<file path="config.mk">
export PLATFORM = sky130hd
export DESIGN_NAME = double_ended_queue
export DESIGN_NICKNAME = d
export VERILOG_FILES = /design/src/rtl/deq_pkg.sv /design/src/rtl/deq_front.sv /design/src/rtl/deq_cmd_queue.sv /design/src/rtl/deq_back.sv /design/src/rtl/double_ended_queue.sv
export VERILOG_INCLUDE_DIRS = /design/src /design/src/rtl
export SDC_FILE = /design/constraint.sdc
export NUM_CORES = 1
export LEC_CHECK = 0
export ABC_AREA = 1
export ABC_CLOCK_PERIOD_IN_PS = 3750
export BUFFER_PORTS_ARGS = -buffer_cell sky130_fd_sc_hd__buf_2
export CORE_MARGIN = 2
export CORE_UTILIZATION = 50
export CTS_BUF_LIST = sky130_fd_sc_hd__clkbuf_2
export DETAILED_ROUTE_END_ITERATION = 10
export GPL_ROUTABILITY_DRIVEN = 0
export PLACE_DENSITY = 0.68
export SYNTH_ARGS = -nofsm -noshare
export SYNTH_HDL_FRONTEND = slang
export SYNTH_HIERARCHICAL = 1
export SYNTH_SLANG_ARGS = --single-unit
</file>
<file path="constraint.sdc">
create_clock -name clk_i -period 3.75 [get_ports clk_i]
set_input_delay 0 -clock clk_i [delete_from_list [all_inputs] [get_ports clk_i]]
set_output_delay 0 -clock clk_i [all_outputs]
set_load 0.05 [all_outputs]
</file>
<file path="src/rtl/double_ended_queue_assert.svh">
// Assertion macros for the double-ended queue.
// Included by the top level; holds no logic of its own.
`ifndef DOUBLE_ENDED_QUEUE_ASSERT_SVH
`define DOUBLE_ENDED_QUEUE_ASSERT_SVH

`ifndef SYNTH
// Same-cycle implication, disabled while reset is asserted.
`define DEQ_ASSERT_IMP(label, clk, rst_n, lhs, rhs) \
  label: assert property (@(posedge clk) disable iff (!rst_n) (lhs) |-> (rhs)) \
    else $error("double_ended_queue: assertion failed");
// Next-cycle implication, disabled while reset is asserted.
`define DEQ_ASSERT_NXT(label, clk, rst_n, lhs, rhs) \
  label: assert property (@(posedge clk) disable iff (!rst_n) (lhs) |=> (rhs)) \
    else $error("double_ended_queue: assertion failed");
`else
`define DEQ_ASSERT_IMP(label, clk, rst_n, lhs, rhs)
`define DEQ_ASSERT_NXT(label, clk, rst_n, lhs, rhs)
`endif

`endif

</file>
<file path="src/rtl/deq_pkg.sv">
// Shared types and constants of the double-ended queue.
// Used by every module of the block; depends on nothing.
package deq_pkg;

  localparam int unsigned DATA_W        = 32;
  localparam int unsigned OP_W          = 3;
  localparam int unsigned STATUS_W      = 2;
  localparam int unsigned COUNT_OUT_W   = 6;
  localparam int unsigned DEPTH_DEFAULT = 32;

  // Command queue between the front and back parts.
  localparam int unsigned CMDQ_DEPTH = 2;
  localparam int unsigned CMDQ_PTR_W = $clog2(CMDQ_DEPTH);

  typedef enum logic [OP_W-1:0] {
    OP_PUSH_FRONT = 3'd0,
    OP_PUSH_BACK  = 3'd1,
    OP_POP_FRONT  = 3'd2,
    OP_POP_BACK   = 3'd3,
    OP_DUMP       = 3'd4
  } op_e;

  typedef enum logic [STATUS_W-1:0] {
    ST_OK    = 2'd0,
    ST_EMPTY = 2'd1,
    ST_FULL  = 2'd2
  } status_e;

  // One classified command as it travels through the command queue.
  typedef struct packed {
    op_e                      op;
    logic signed [DATA_W-1:0] value;
  } cmd_t;

  // Control fields of a pending result word.
  typedef struct packed {
    status_e status;
    logic    last;
    logic    use_mem;
  } res_t;

endpackage

</file>
<file path="src/rtl/deq_front.sv">
// Front part: accepts input words, drops unknown operation codes and
// forwards the rest as commands. Depends on deq_pkg.
module deq_front import deq_pkg::*; (
  input  logic                     in_valid_i,
  output logic                     in_ready_o,
  input  logic [OP_W-1:0]          operation_i,
  input  logic signed [DATA_W-1:0] push_value_i,
  output logic                     cmd_valid_o,
  output cmd_t                     cmd_o,
  input  logic                     cmd_ready_i
);

  logic op_known;

  // Classify the operation code; unknown codes are taken and discarded.
  always_comb begin
    op_known = operation_i inside {OP_PUSH_FRONT, OP_PUSH_BACK, OP_POP_FRONT,
                                   OP_POP_BACK, OP_DUMP};
    cmd_o.op    = op_known ? op_e'(operation_i) : OP_DUMP;
    cmd_o.value = push_value_i;
  end

  // Unknown codes need no room in the command queue.
  assign in_ready_o  = cmd_ready_i || !op_known;
  assign cmd_valid_o = in_valid_i && op_known;

endmodule

</file>
<file path="src/rtl/deq_cmd_queue.sv">
// Short command queue that decouples the front part from the back part.
// Depends on deq_pkg.
module deq_cmd_queue import deq_pkg::*; (
  input  logic clk_i,
  input  logic rst_ni,
  input  logic push_valid_i,
  output logic push_ready_o,
  input  cmd_t push_cmd_i,
  output logic pop_valid_o,
  input  logic pop_ready_i,
  output cmd_t pop_cmd_o
);

  localparam logic [CMDQ_PTR_W-1:0] LastPtr = CMDQ_PTR_W'(CMDQ_DEPTH - 1);

  cmd_t                  entries_q [CMDQ_DEPTH];
  logic [CMDQ_PTR_W-1:0] wr_ptr_q, wr_ptr_d;
  logic [CMDQ_PTR_W-1:0] rd_ptr_q, rd_ptr_d;
  logic [CMDQ_PTR_W:0]   fill_q, fill_d;
  logic                  do_push, do_pop;

  assign push_ready_o = fill_q != (CMDQ_PTR_W + 1)'(CMDQ_DEPTH);
  assign pop_valid_o  = fill_q != '0;
  assign pop_cmd_o    = entries_q[rd_ptr_q];
  assign do_push      = push_valid_i && push_ready_o;
  assign do_pop       = pop_valid_o && pop_ready_i;

  // Pointer and fill level update.
  always_comb begin
    wr_ptr_d = wr_ptr_q;
    rd_ptr_d = rd_ptr_q;
    fill_d   = fill_q;
    if (do_push) begin
      wr_ptr_d = (wr_ptr_q == LastPtr) ? '0 : wr_ptr_q + CMDQ_PTR_W'(1);
    end
    if (do_pop) begin
      rd_ptr_d = (rd_ptr_q == LastPtr) ? '0 : rd_ptr_q + CMDQ_PTR_W'(1);
    end
    case ({do_push, do_pop})
      2'b10:   fill_d = fill_q + (CMDQ_PTR_W + 1)'(1);
      2'b01:   fill_d = fill_q - (CMDQ_PTR_W + 1)'(1);
      default: fill_d = fill_q;
    endcase
  end

  always_ff @(posedge clk_i or negedge rst_ni) begin
    if (!rst_ni) begin
      wr_ptr_q <= '0;
      rd_ptr_q <= '0;
      fill_q   <= '0;
    end else begin
      wr_ptr_q <= wr_ptr_d;
      rd_ptr_q <= rd_ptr_d;
      fill_q   <= fill_d;
    end
  end

  // Command storage needs no reset.
  always_ff @(posedge clk_i) begin
    if (do_push) begin
      entries_q[wr_ptr_q] <= push_cmd_i;
    end
  end

endmodule

</file>
<file path="src/rtl/deq_back.sv">
// Back part: holds the ring store, the front index and the fill count,
// carries out commands and drives the result register. Depends on deq_pkg.
module deq_back import deq_pkg::*; #(
  parameter int unsigned DEPTH = DEPTH_DEFAULT
) (
  input  logic                     clk_i,
  input  logic                     rst_ni,
  input  logic                     cmd_valid_i,
  output logic                     cmd_ready_o,
  input  cmd_t                     cmd_i,
  output logic                     out_valid_o,
  input  logic                     out_ready_i,
  output logic signed [DATA_W-1:0] data_value_o,
  output logic [STATUS_W-1:0]      status_o,
  output logic                     last_of_run_o,
  output logic [COUNT_OUT_W-1:0]   entry_count_o
);

  localparam int unsigned IDX_W = $clog2(DEPTH);
  localparam int unsigned CNT_W = $clog2(DEPTH + 1);
  localparam logic [IDX_W:0]   RingLen  = (IDX_W + 1)'(DEPTH);
  localparam logic [IDX_W-1:0] LastIdx  = IDX_W'(DEPTH - 1);
  localparam logic [CNT_W-1:0] FullCnt  = CNT_W'(DEPTH);

  // Position in the ring a given offset after a base position.
  function automatic logic [IDX_W-1:0] ring_pos(input logic [IDX_W-1:0] base,
                                                input logic [IDX_W-1:0] offset);
    logic [IDX_W:0] sum;
    sum = {1'b0, base} + {1'b0, offset};
    if (sum >= RingLen) begin
      sum = sum - RingLen;
    end
    return sum[IDX_W-1:0];
  endfunction

  logic signed [DATA_W-1:0] mem_q [DEPTH];
  logic signed [DATA_W-1:0] rd_data_q;

  logic [IDX_W-1:0] front_q, front_d;
  logic [CNT_W-1:0] count_q, count_d;
  logic [IDX_W-1:0] dump_idx_q, dump_idx_d;
  logic             res_valid_q, res_valid_d;
  res_t             res_q, res_d;
  logic [CNT_W-1:0] res_count_q, res_count_d;

  logic             issue, is_full, is_empty, dump_last;
  logic             wr_en, rd_en;
  logic [IDX_W-1:0] wr_addr, rd_addr;

  assign is_full   = count_q == FullCnt;
  assign is_empty  = count_q == '0;
  assign dump_last = (CNT_W'(dump_idx_q) + CNT_W'(1)) == count_q;
  // A new command may issue whenever the result register is free or drains.
  assign issue     = cmd_valid_i && (!res_valid_q || out_ready_i);

  // Command execution.
  always_comb begin
    front_d     = front_q;
    count_d     = count_q;
    dump_idx_d  = dump_idx_q;
    res_valid_d = res_valid_q && !out_ready_i;
    res_d       = res_q;
    res_count_d = res_count_q;
    cmd_ready_o = 1'b0;
    wr_en       = 1'b0;
    wr_addr     = front_q;
    rd_en       = 1'b0;
    rd_addr     = front_q;
    if (issue) begin
      res_valid_d   = 1'b1;
      res_d.status  = ST_OK;
      res_d.last    = 1'b1;
      res_d.use_mem = 1'b0;
      res_count_d   = count_q;
      cmd_ready_o   = 1'b1;
      case (cmd_i.op)
        OP_PUSH_FRONT, OP_PUSH_BACK: begin
          if (is_full) begin
            res_d.status = ST_FULL;
          end else begin
            wr_en = 1'b1;
            if (cmd_i.op == OP_PUSH_FRONT) begin
              front_d = (front_q == '0) ? LastIdx : front_q - IDX_W'(1);
              wr_addr = front_d;
            end else begin
              wr_addr = ring_pos(front_q, IDX_W'(count_q));
            end
            count_d     = count_q + CNT_W'(1);
            res_count_d = count_d;
          end
        end
        OP_POP_FRONT, OP_POP_BACK: begin
          if (is_empty) begin
            res_d.status = ST_EMPTY;
          end else begin
            rd_en         = 1'b1;
            res_d.use_mem = 1'b1;
            if (cmd_i.op == OP_POP_FRONT) begin
              rd_addr = front_q;
              front_d = ring_pos(front_q, IDX_W'(1));
            end else begin
              rd_addr = ring_pos(front_q, IDX_W'(count_q - CNT_W'(1)));
            end
            count_d     = count_q - CNT_W'(1);
            res_count_d = count_d;
          end
        end
        OP_DUMP: begin
          if (is_empty) begin
            res_d.status = ST_EMPTY;
          end else begin
            // One entry per cycle while the output is not stalled; the command stays queued until the last.
            rd_en         = 1'b1;
            res_d.use_mem = 1'b1;
            rd_addr       = ring_pos(front_q, dump_idx_q);
            res_d.last    = dump_last;
            if (dump_last) begin
              dump_idx_d = '0;
            end else begin
              dump_idx_d  = dump_idx_q + IDX_W'(1);
              cmd_ready_o = 1'b0;
            end
          end
        end
        default: begin
          res_valid_d = res_valid_q && !out_ready_i;
        end
      endcase
    end
  end

  always_ff @(posedge clk_i or negedge rst_ni) begin
    if (!rst_ni) begin
      front_q     <= '0;
      count_q     <= '0;
      dump_idx_q  <= '0;
      res_valid_q <= 1'b0;
    end else begin
      front_q     <= front_d;
      count_q     <= count_d;
      dump_idx_q  <= dump_idx_d;
      res_valid_q <= res_valid_d;
    end
  end

  // Result payload and ring store carry no reset.
  always_ff @(posedge clk_i) begin
    res_q       <= res_d;
    res_count_q <= res_count_d;
    if (wr_en) begin
      mem_q[wr_addr] <= cmd_i.value;
    end
    if (rd_en) begin
      rd_data_q <= mem_q[rd_addr];
    end
  end

  assign out_valid_o   = res_valid_q;
  assign data_value_o  = res_q.use_mem ? rd_data_q : '0;
  assign status_o      = res_q.status;
  assign last_of_run_o = res_q.last;
  assign entry_count_o = COUNT_OUT_W'(res_count_q);

endmodule

</file>
<file path="src/rtl/double_ended_queue.sv">
// Double-ended queue of signed 32-bit words in a ring store of DEPTH entries,
// built from deq_front, deq_cmd_queue and deq_back over deq_pkg. Pushes and
// pops at either end sustain one word per cycle unless the output stalls; each
// word passes the command queue and then the result register. A dump
// returns the held entries in turn through the ring store's single read port.
// Unknown operation codes are taken and give no result. A two-entry command
// queue lets input keep flowing while a result waits at the output register.
`include "double_ended_queue_assert.svh"

module double_ended_queue import deq_pkg::*; #(
  parameter int unsigned DEPTH = DEPTH_DEFAULT
) (
  input  logic                     clk_i,
  input  logic                     rst_ni,
  input  logic                     in_valid_i,
  output logic                     in_ready_o,
  input  logic [OP_W-1:0]          operation_i,
  input  logic signed [DATA_W-1:0] push_value_i,
  output logic                     out_valid_o,
  input  logic                     out_ready_i,
  output logic signed [DATA_W-1:0] data_value_o,
  output logic [STATUS_W-1:0]      status_o,
  output logic                     last_of_run_o,
  output logic [COUNT_OUT_W-1:0]   entry_count_o
);

  logic fe_valid, fe_ready, be_valid, be_ready;
  cmd_t fe_cmd, be_cmd;

  // Classification of incoming words.
  deq_front u_front (
    .in_valid_i   (in_valid_i),
    .in_ready_o   (in_ready_o),
    .operation_i  (operation_i),
    .push_value_i (push_value_i),
    .cmd_valid_o  (fe_valid),
    .cmd_o        (fe_cmd),
    .cmd_ready_i  (fe_ready)
  );

  // Decoupling queue.
  deq_cmd_queue u_cmd_queue (
    .clk_i        (clk_i),
    .rst_ni       (rst_ni),
    .push_valid_i (fe_valid),
    .push_ready_o (fe_ready),
    .push_cmd_i   (fe_cmd),
    .pop_valid_o  (be_valid),
    .pop_ready_i  (be_ready),
    .pop_cmd_o    (be_cmd)
  );

  // Execution against the ring store.
  deq_back #(
    .DEPTH (DEPTH)
  ) u_back (
    .clk_i         (clk_i),
    .rst_ni        (rst_ni),
    .cmd_valid_i   (be_valid),
    .cmd_ready_o   (be_ready),
    .cmd_i         (be_cmd),
    .out_valid_o   (out_valid_o),
    .out_ready_i   (out_ready_i),
    .data_value_o  (data_value_o),
    .status_o      (status_o),
    .last_of_run_o (last_of_run_o),
    .entry_count_o (entry_count_o)
  );

  // An empty status means nothing is held and no value is returned.
  `DEQ_ASSERT_IMP(a_empty_clean, clk_i, rst_ni,
    out_valid_o && (status_o == ST_EMPTY), (data_value_o == '0) && (entry_count_o == '0))
  // A dropped push only happens with the store full.
  `DEQ_ASSERT_IMP(a_full_count, clk_i, rst_ni,
    out_valid_o && (status_o == ST_FULL),
    (entry_count_o == COUNT_OUT_W'(DEPTH)) && (data_value_o == '0))
  // Any failing status ends its run at once.
  `DEQ_ASSERT_IMP(a_fail_last, clk_i, rst_ni,
    out_valid_o && (status_o != ST_OK), last_of_run_o)
  // A command issued by the back part always yields a result next cycle.
  `DEQ_ASSERT_NXT(a_cmd_result, clk_i, rst_ni, be_valid && be_ready, out_valid_o)

endmodule
</file>
==> out/results.txt <==
Power spread over the standard cell area amounts to 909 nW/um^2. The post-route minimum period was 3580 ps; the largest net degree at the start of global routing was 121. Post-route core utilization: 57.0%. The width of the die works out to 327 um. The placeable core region is 103000 um^2, and the switching power total is 0.0250 W. Summing the sequential cell areas from Yosys gives 66.3% of the chip area. The tree is rooted in a sky130_fd_sc_hd__clkbuf_2. For the number of routed nets with antenna violations, the log shows 0.

In this run, placement finished with an instance count of 6336. For the final setup slack of the worst path, the log shows 173 ps. In this run the vertical extent of the chip is 327 um. Tracing the worst setup path back leads to its startpoint at u_back/front_q[0]$_DFFE_PN0P_.

The synthesized design contains 1136 enable-type register cells. Total wirelength of the detailed-routed design: 143000 um. Sequential cells account for 33.2% of the total power. Number of endpoints with negative hold slack in the final report: 0. The actual transition at the worst max-transition pin came out at 1200 ps. The tools report the leakage power summed over all cells as 25.7 nW. The number of pins with negative max-slew slack in the final report was 0; the number of global-route vias before repair was 37000. The most numerous cell in the Yosys netlist is sky130_fd_sc_hd__nand3_1. Across the routed clock network, the largest skew measured is 165 ps. Across all layers, the routed design uses 37300 vias. Of the cells placed in the final design, the portion with a size suffix greater than 1 is 14.6%. Averaged over all synthesized cells, the footprint is 10.4 um^2. STA classifies the critical path endpoint as a flop. Combinational logic burns 51.1% of the power. In this run the most critical hold path is launched from push_value_i[1].

Dividing the detail-routed via count by the number of cells gives 5.36. The run gives 6 as the warning count from the yosys run. The count of buffers added on input and output ports is 81.

By count the netlist is led by sky130_fd_sc_hd__nand3_1 (1148), sky130_fd_sc_hd__edfxtp_1 (1136), sky130_fd_sc_hd__nand2_1 (1053), sky130_fd_sc_hd__inv_1 (977), sky130_fd_sc_hd__buf_2 (160). For the net count of the mapped netlist, the log shows 5061. In the post-synthesis netlist, the biggest area contributors are sky130_fd_sc_hd__edfxtp_1 (65%), sky130_fd_sc_hd__nand3_1 (11%), sky130_fd_sc_hd__nand2_1 (7.6%).

The top cell type by area accounts for 65.3% of the synthesized area. The category of the critical setup timing path is reg -> reg. Required time at the endpoint of the critical path: 4840 ps.

The worst setup path is launched from a flop. STA puts the critical path data arrival time at 4660 ps. Derived from the worst setup path, the maximum achievable clock frequency is 280 MHz. The leading register cell type out of synthesis was sky130_fd_sc_hd__edfxtp_1. The run finished with clean final reports. The classification of the worst-slack hold path is in -> reg. Cell internal power was estimated by the tool at 0.0286 W.

IR analysis of the VDD net gives a maximum drop of 0.00112 V. Clock-pin slew was measured on the worst setup and hold paths at 120 ps. The count of cells in the finished layout, fillers not included, comes to 6954. Clock network latency to the later pin of the worst-skew pair: 1540 ps. The floorplan die area was 107000 um^2; the number of cell rows was 118.

The cell area that synthesis handed to floorplanning was 52200 um^2. The synthesized flop and latch total works out to 1157. Across the run, the number of max-cap violations was 0. The switching power share of the total works out to 46.7%. The H-tree was split into 5 levels. In the routed design, unresolved DRC markers number 0.

The clock network fraction of design power was 15.7%; the headroom to the max-slew limit was 20.2%. From synthesis to final layout, the design area changed by 13.0%. The first global-routing pass estimated 218000 um of wire. The clock passes through at most 4 buffers. The initial utilization of the core area, before any placement, comes to 50.4%. The DRC marker count from the first detailed-route iteration was 4165.

The ratio of final minimum period to clock period came out at 95.4%. Final hold slack: 386 ps. After technology mapping, the gate count stands at 5000. In the global route stage, overall resource usage came out at 26.9%. The worst slack at placement came out at 18.1 ps.

The largest total area in the synthesized netlist belongs to sky130_fd_sc_hd__edfxtp_1. The fraction of registers with async set/reset was 1.82%; the worst-path maximum fanout was 12. Pin placement for this block handled 82 I/O pins. Once detailed placement completed, the half-perimeter wirelength came to 80300 um.

Post-synthesis cell type count: 48. The clock drives 1157 sinks. Setup violations remaining at the end of the flow were counted as 0. In this run the critical register-to-register path is launched from u_back/front_q[0]$_DFFE_PN0P_. For the initial antenna violation count, the log shows 3. The number of clock buffers added by TritonCTS is 305.

The overflow left after global routing was 0; the final net count was 5449. The post-detailed-route wirelength per cell was 20.5 um. TritonCTS built the clock tree. The run gives 6 as the number of search-and-repair iterations in the first detailed-routing pass.
==> metrics by stage <==
stage               setup TNS (ps)  power (W)  cell area, um^2
finish                           0     0.0536            59000
global route                 -32.3     0.0568            59000
CTS                              0     0.0535            58800
detailed placement               0     0.0450            55200
global placement                 0     0.0446            55200
floorplan                  -150830     0.0352            52300
==> routing by layer <==
metal	track usage [%]	share of wire [%]	vias to the layer above
li1	-	-	17300
met1	35.2	40	17700
met2	43.8	48	1877
met3	5.33	8.8	347
met4	11.8	3.7	0
met5	0	0	-
==> worst max-delay path, stage by stage, from the launching register on <==
cell and delay [ps]:
sky130_fd_sc_hd__dfrtp_1 450, sky130_fd_sc_hd__ha_1 250, sky130_fd_sc_hd__fa_1 410, sky130_fd_sc_hd__a21oi_1 160, sky130_fd_sc_hd__nor2_1 50, sky130_fd_sc_hd__nor2_1 130, sky130_fd_sc_hd__xor2_1 180, sky130_fd_sc_hd__nand2_1 110
sky130_fd_sc_hd__a22oi_1 200, sky130_fd_sc_hd__inv_1 100, sky130_fd_sc_hd__nor2_1 310, sky130_fd_sc_hd__nand2_1 330, sky130_fd_sc_hd__nor2_4 220, sky130_fd_sc_hd__buf_4 290
==> cell families after synthesis <==
group,count (synthesis),synth area share [%]
AND/OR/NAND/NOR,2433,21.5
AO/OA/AOI/OAI,71,0.812
adder cells (fa/ha/maj),22,0.570
XOR/XNOR,21,0.352
flip-flops,1157,66.3
buffers and inverters,1296,10.5
==> path summary, 6_finish.rpt <==
kind / endpoint / slack, ps / cells past startpoint
worst max-delay path: u_back/mem_q[23][12]$_DFFE_PP_ / 170 / 13
worst min-delay path: u_cmd_queue/entries_q[0][1]$_DFFE_PP_ / 390 / 4
worst max register to register: u_back/mem_q[23][12]$_DFFE_PP_ / 170 / 13
worst min register to register: u_cmd_queue/fill_q[0]$_DFFE_PN0P_ / 530 / 1
max in group asynchronous: u_cmd_queue/rd_ptr_q$_DFFE_PN0P_ / 2600 / 4
min in group asynchronous: u_back/count_q[5]$_DFFE_PN0P_ / 420 / 4
==> layout by cell type (no fill, tap or decap), types with 4 or more instances in the layout <==
cell                            netlist  final
sky130_fd_sc_hd__dlygate4sd3_1        0    115
sky130_fd_sc_hd__bufinv_16            0      6
sky130_fd_sc_hd__xor2_1              15     15
sky130_fd_sc_hd__inv_1              977    975
sky130_fd_sc_hd__a21oi_1             19     18
sky130_fd_sc_hd__inv_2               10     15
sky130_fd_sc_hd__nor2_1              68     34
sky130_fd_sc_hd__nand3b_1           129    129
sky130_fd_sc_hd__ha_1                19     19
sky130_fd_sc_hd__o21ai_0             30     28
sky130_fd_sc_hd__buf_6               28      4
sky130_fd_sc_hd__xnor2_1              6      6
sky130_fd_sc_hd__clkinv_2             0      8
sky130_fd_sc_hd__buf_4               41    119
sky130_fd_sc_hd__clkbuf_2             0    431
sky130_fd_sc_hd__nand3_1           1148   1148
sky130_fd_sc_hd__edfxtp_1          1136   1136
sky130_fd_sc_hd__nor2_4               5     40
sky130_fd_sc_hd__nand2_2             16     17
sky130_fd_sc_hd__clkinv_1             1     40
sky130_fd_sc_hd__buf_2              160     81
sky130_fd_sc_hd__dfrtp_1             21     18
sky130_fd_sc_hd__diode_2              0      4
sky130_fd_sc_hd__nand2_1           1053   1049
sky130_fd_sc_hd__buf_12               1     67
==> sequential cells by signal, summed over array words and instances (netlist names), 2 cells and up <==
| signal | count |
|---|---|
| u_cmd_queue/fill_q | 2 |
| u_back/rd_data_q | 32 |
| u_cmd_queue/entries_q | 70 |
| u_back/dump_idx_q | 5 |
| u_back/count_q | 6 |
| u_back/entry_count_o | 6 |
| u_back/mem_q | 1024 |
| u_back/status_o | 2 |
| u_back/front_q | 5 |
==> final cells by class <==
| type | count | area [um^2] |
|---|---|---|
| inverter | 990 | 3740 |
| tap | 1380 | 1730 |
| multi-input combinational | 2547 | 12500 |
| clock inverter | 58 | 384 |
| timing repair buffer | 387 | 3850 |
| antenna | 4 | 10.0 |
| sequential | 1157 | 34600 |
| fill | 8673 | 44500 |
| clock buffer | 431 | 2160 |
==> power groups by stage <==
stage / clock network (W) / registers [W] / logic (W)
after floorplan: 0 / 0.0179 / 0.0173
after global placement: 0 / 0.0181 / 0.0265
after detailed placement: 0 / 0.0181 / 0.0269
after CTS: 0.00860 / 0.0178 / 0.0271
after global routing: 0.00928 / 0.0179 / 0.0297
final: 0.00840 / 0.0178 / 0.0274
==> timing repair <==
action,4_1_cts,5_1_grt
hold buffers,115,0
endpoints found under the hold margin,1061,0
setup buffers,0,10
endpoints found under the setup margin,4,211
pin swaps,0,5
gates resized for setup,1,19
Power figures use the tool's default switching activity.
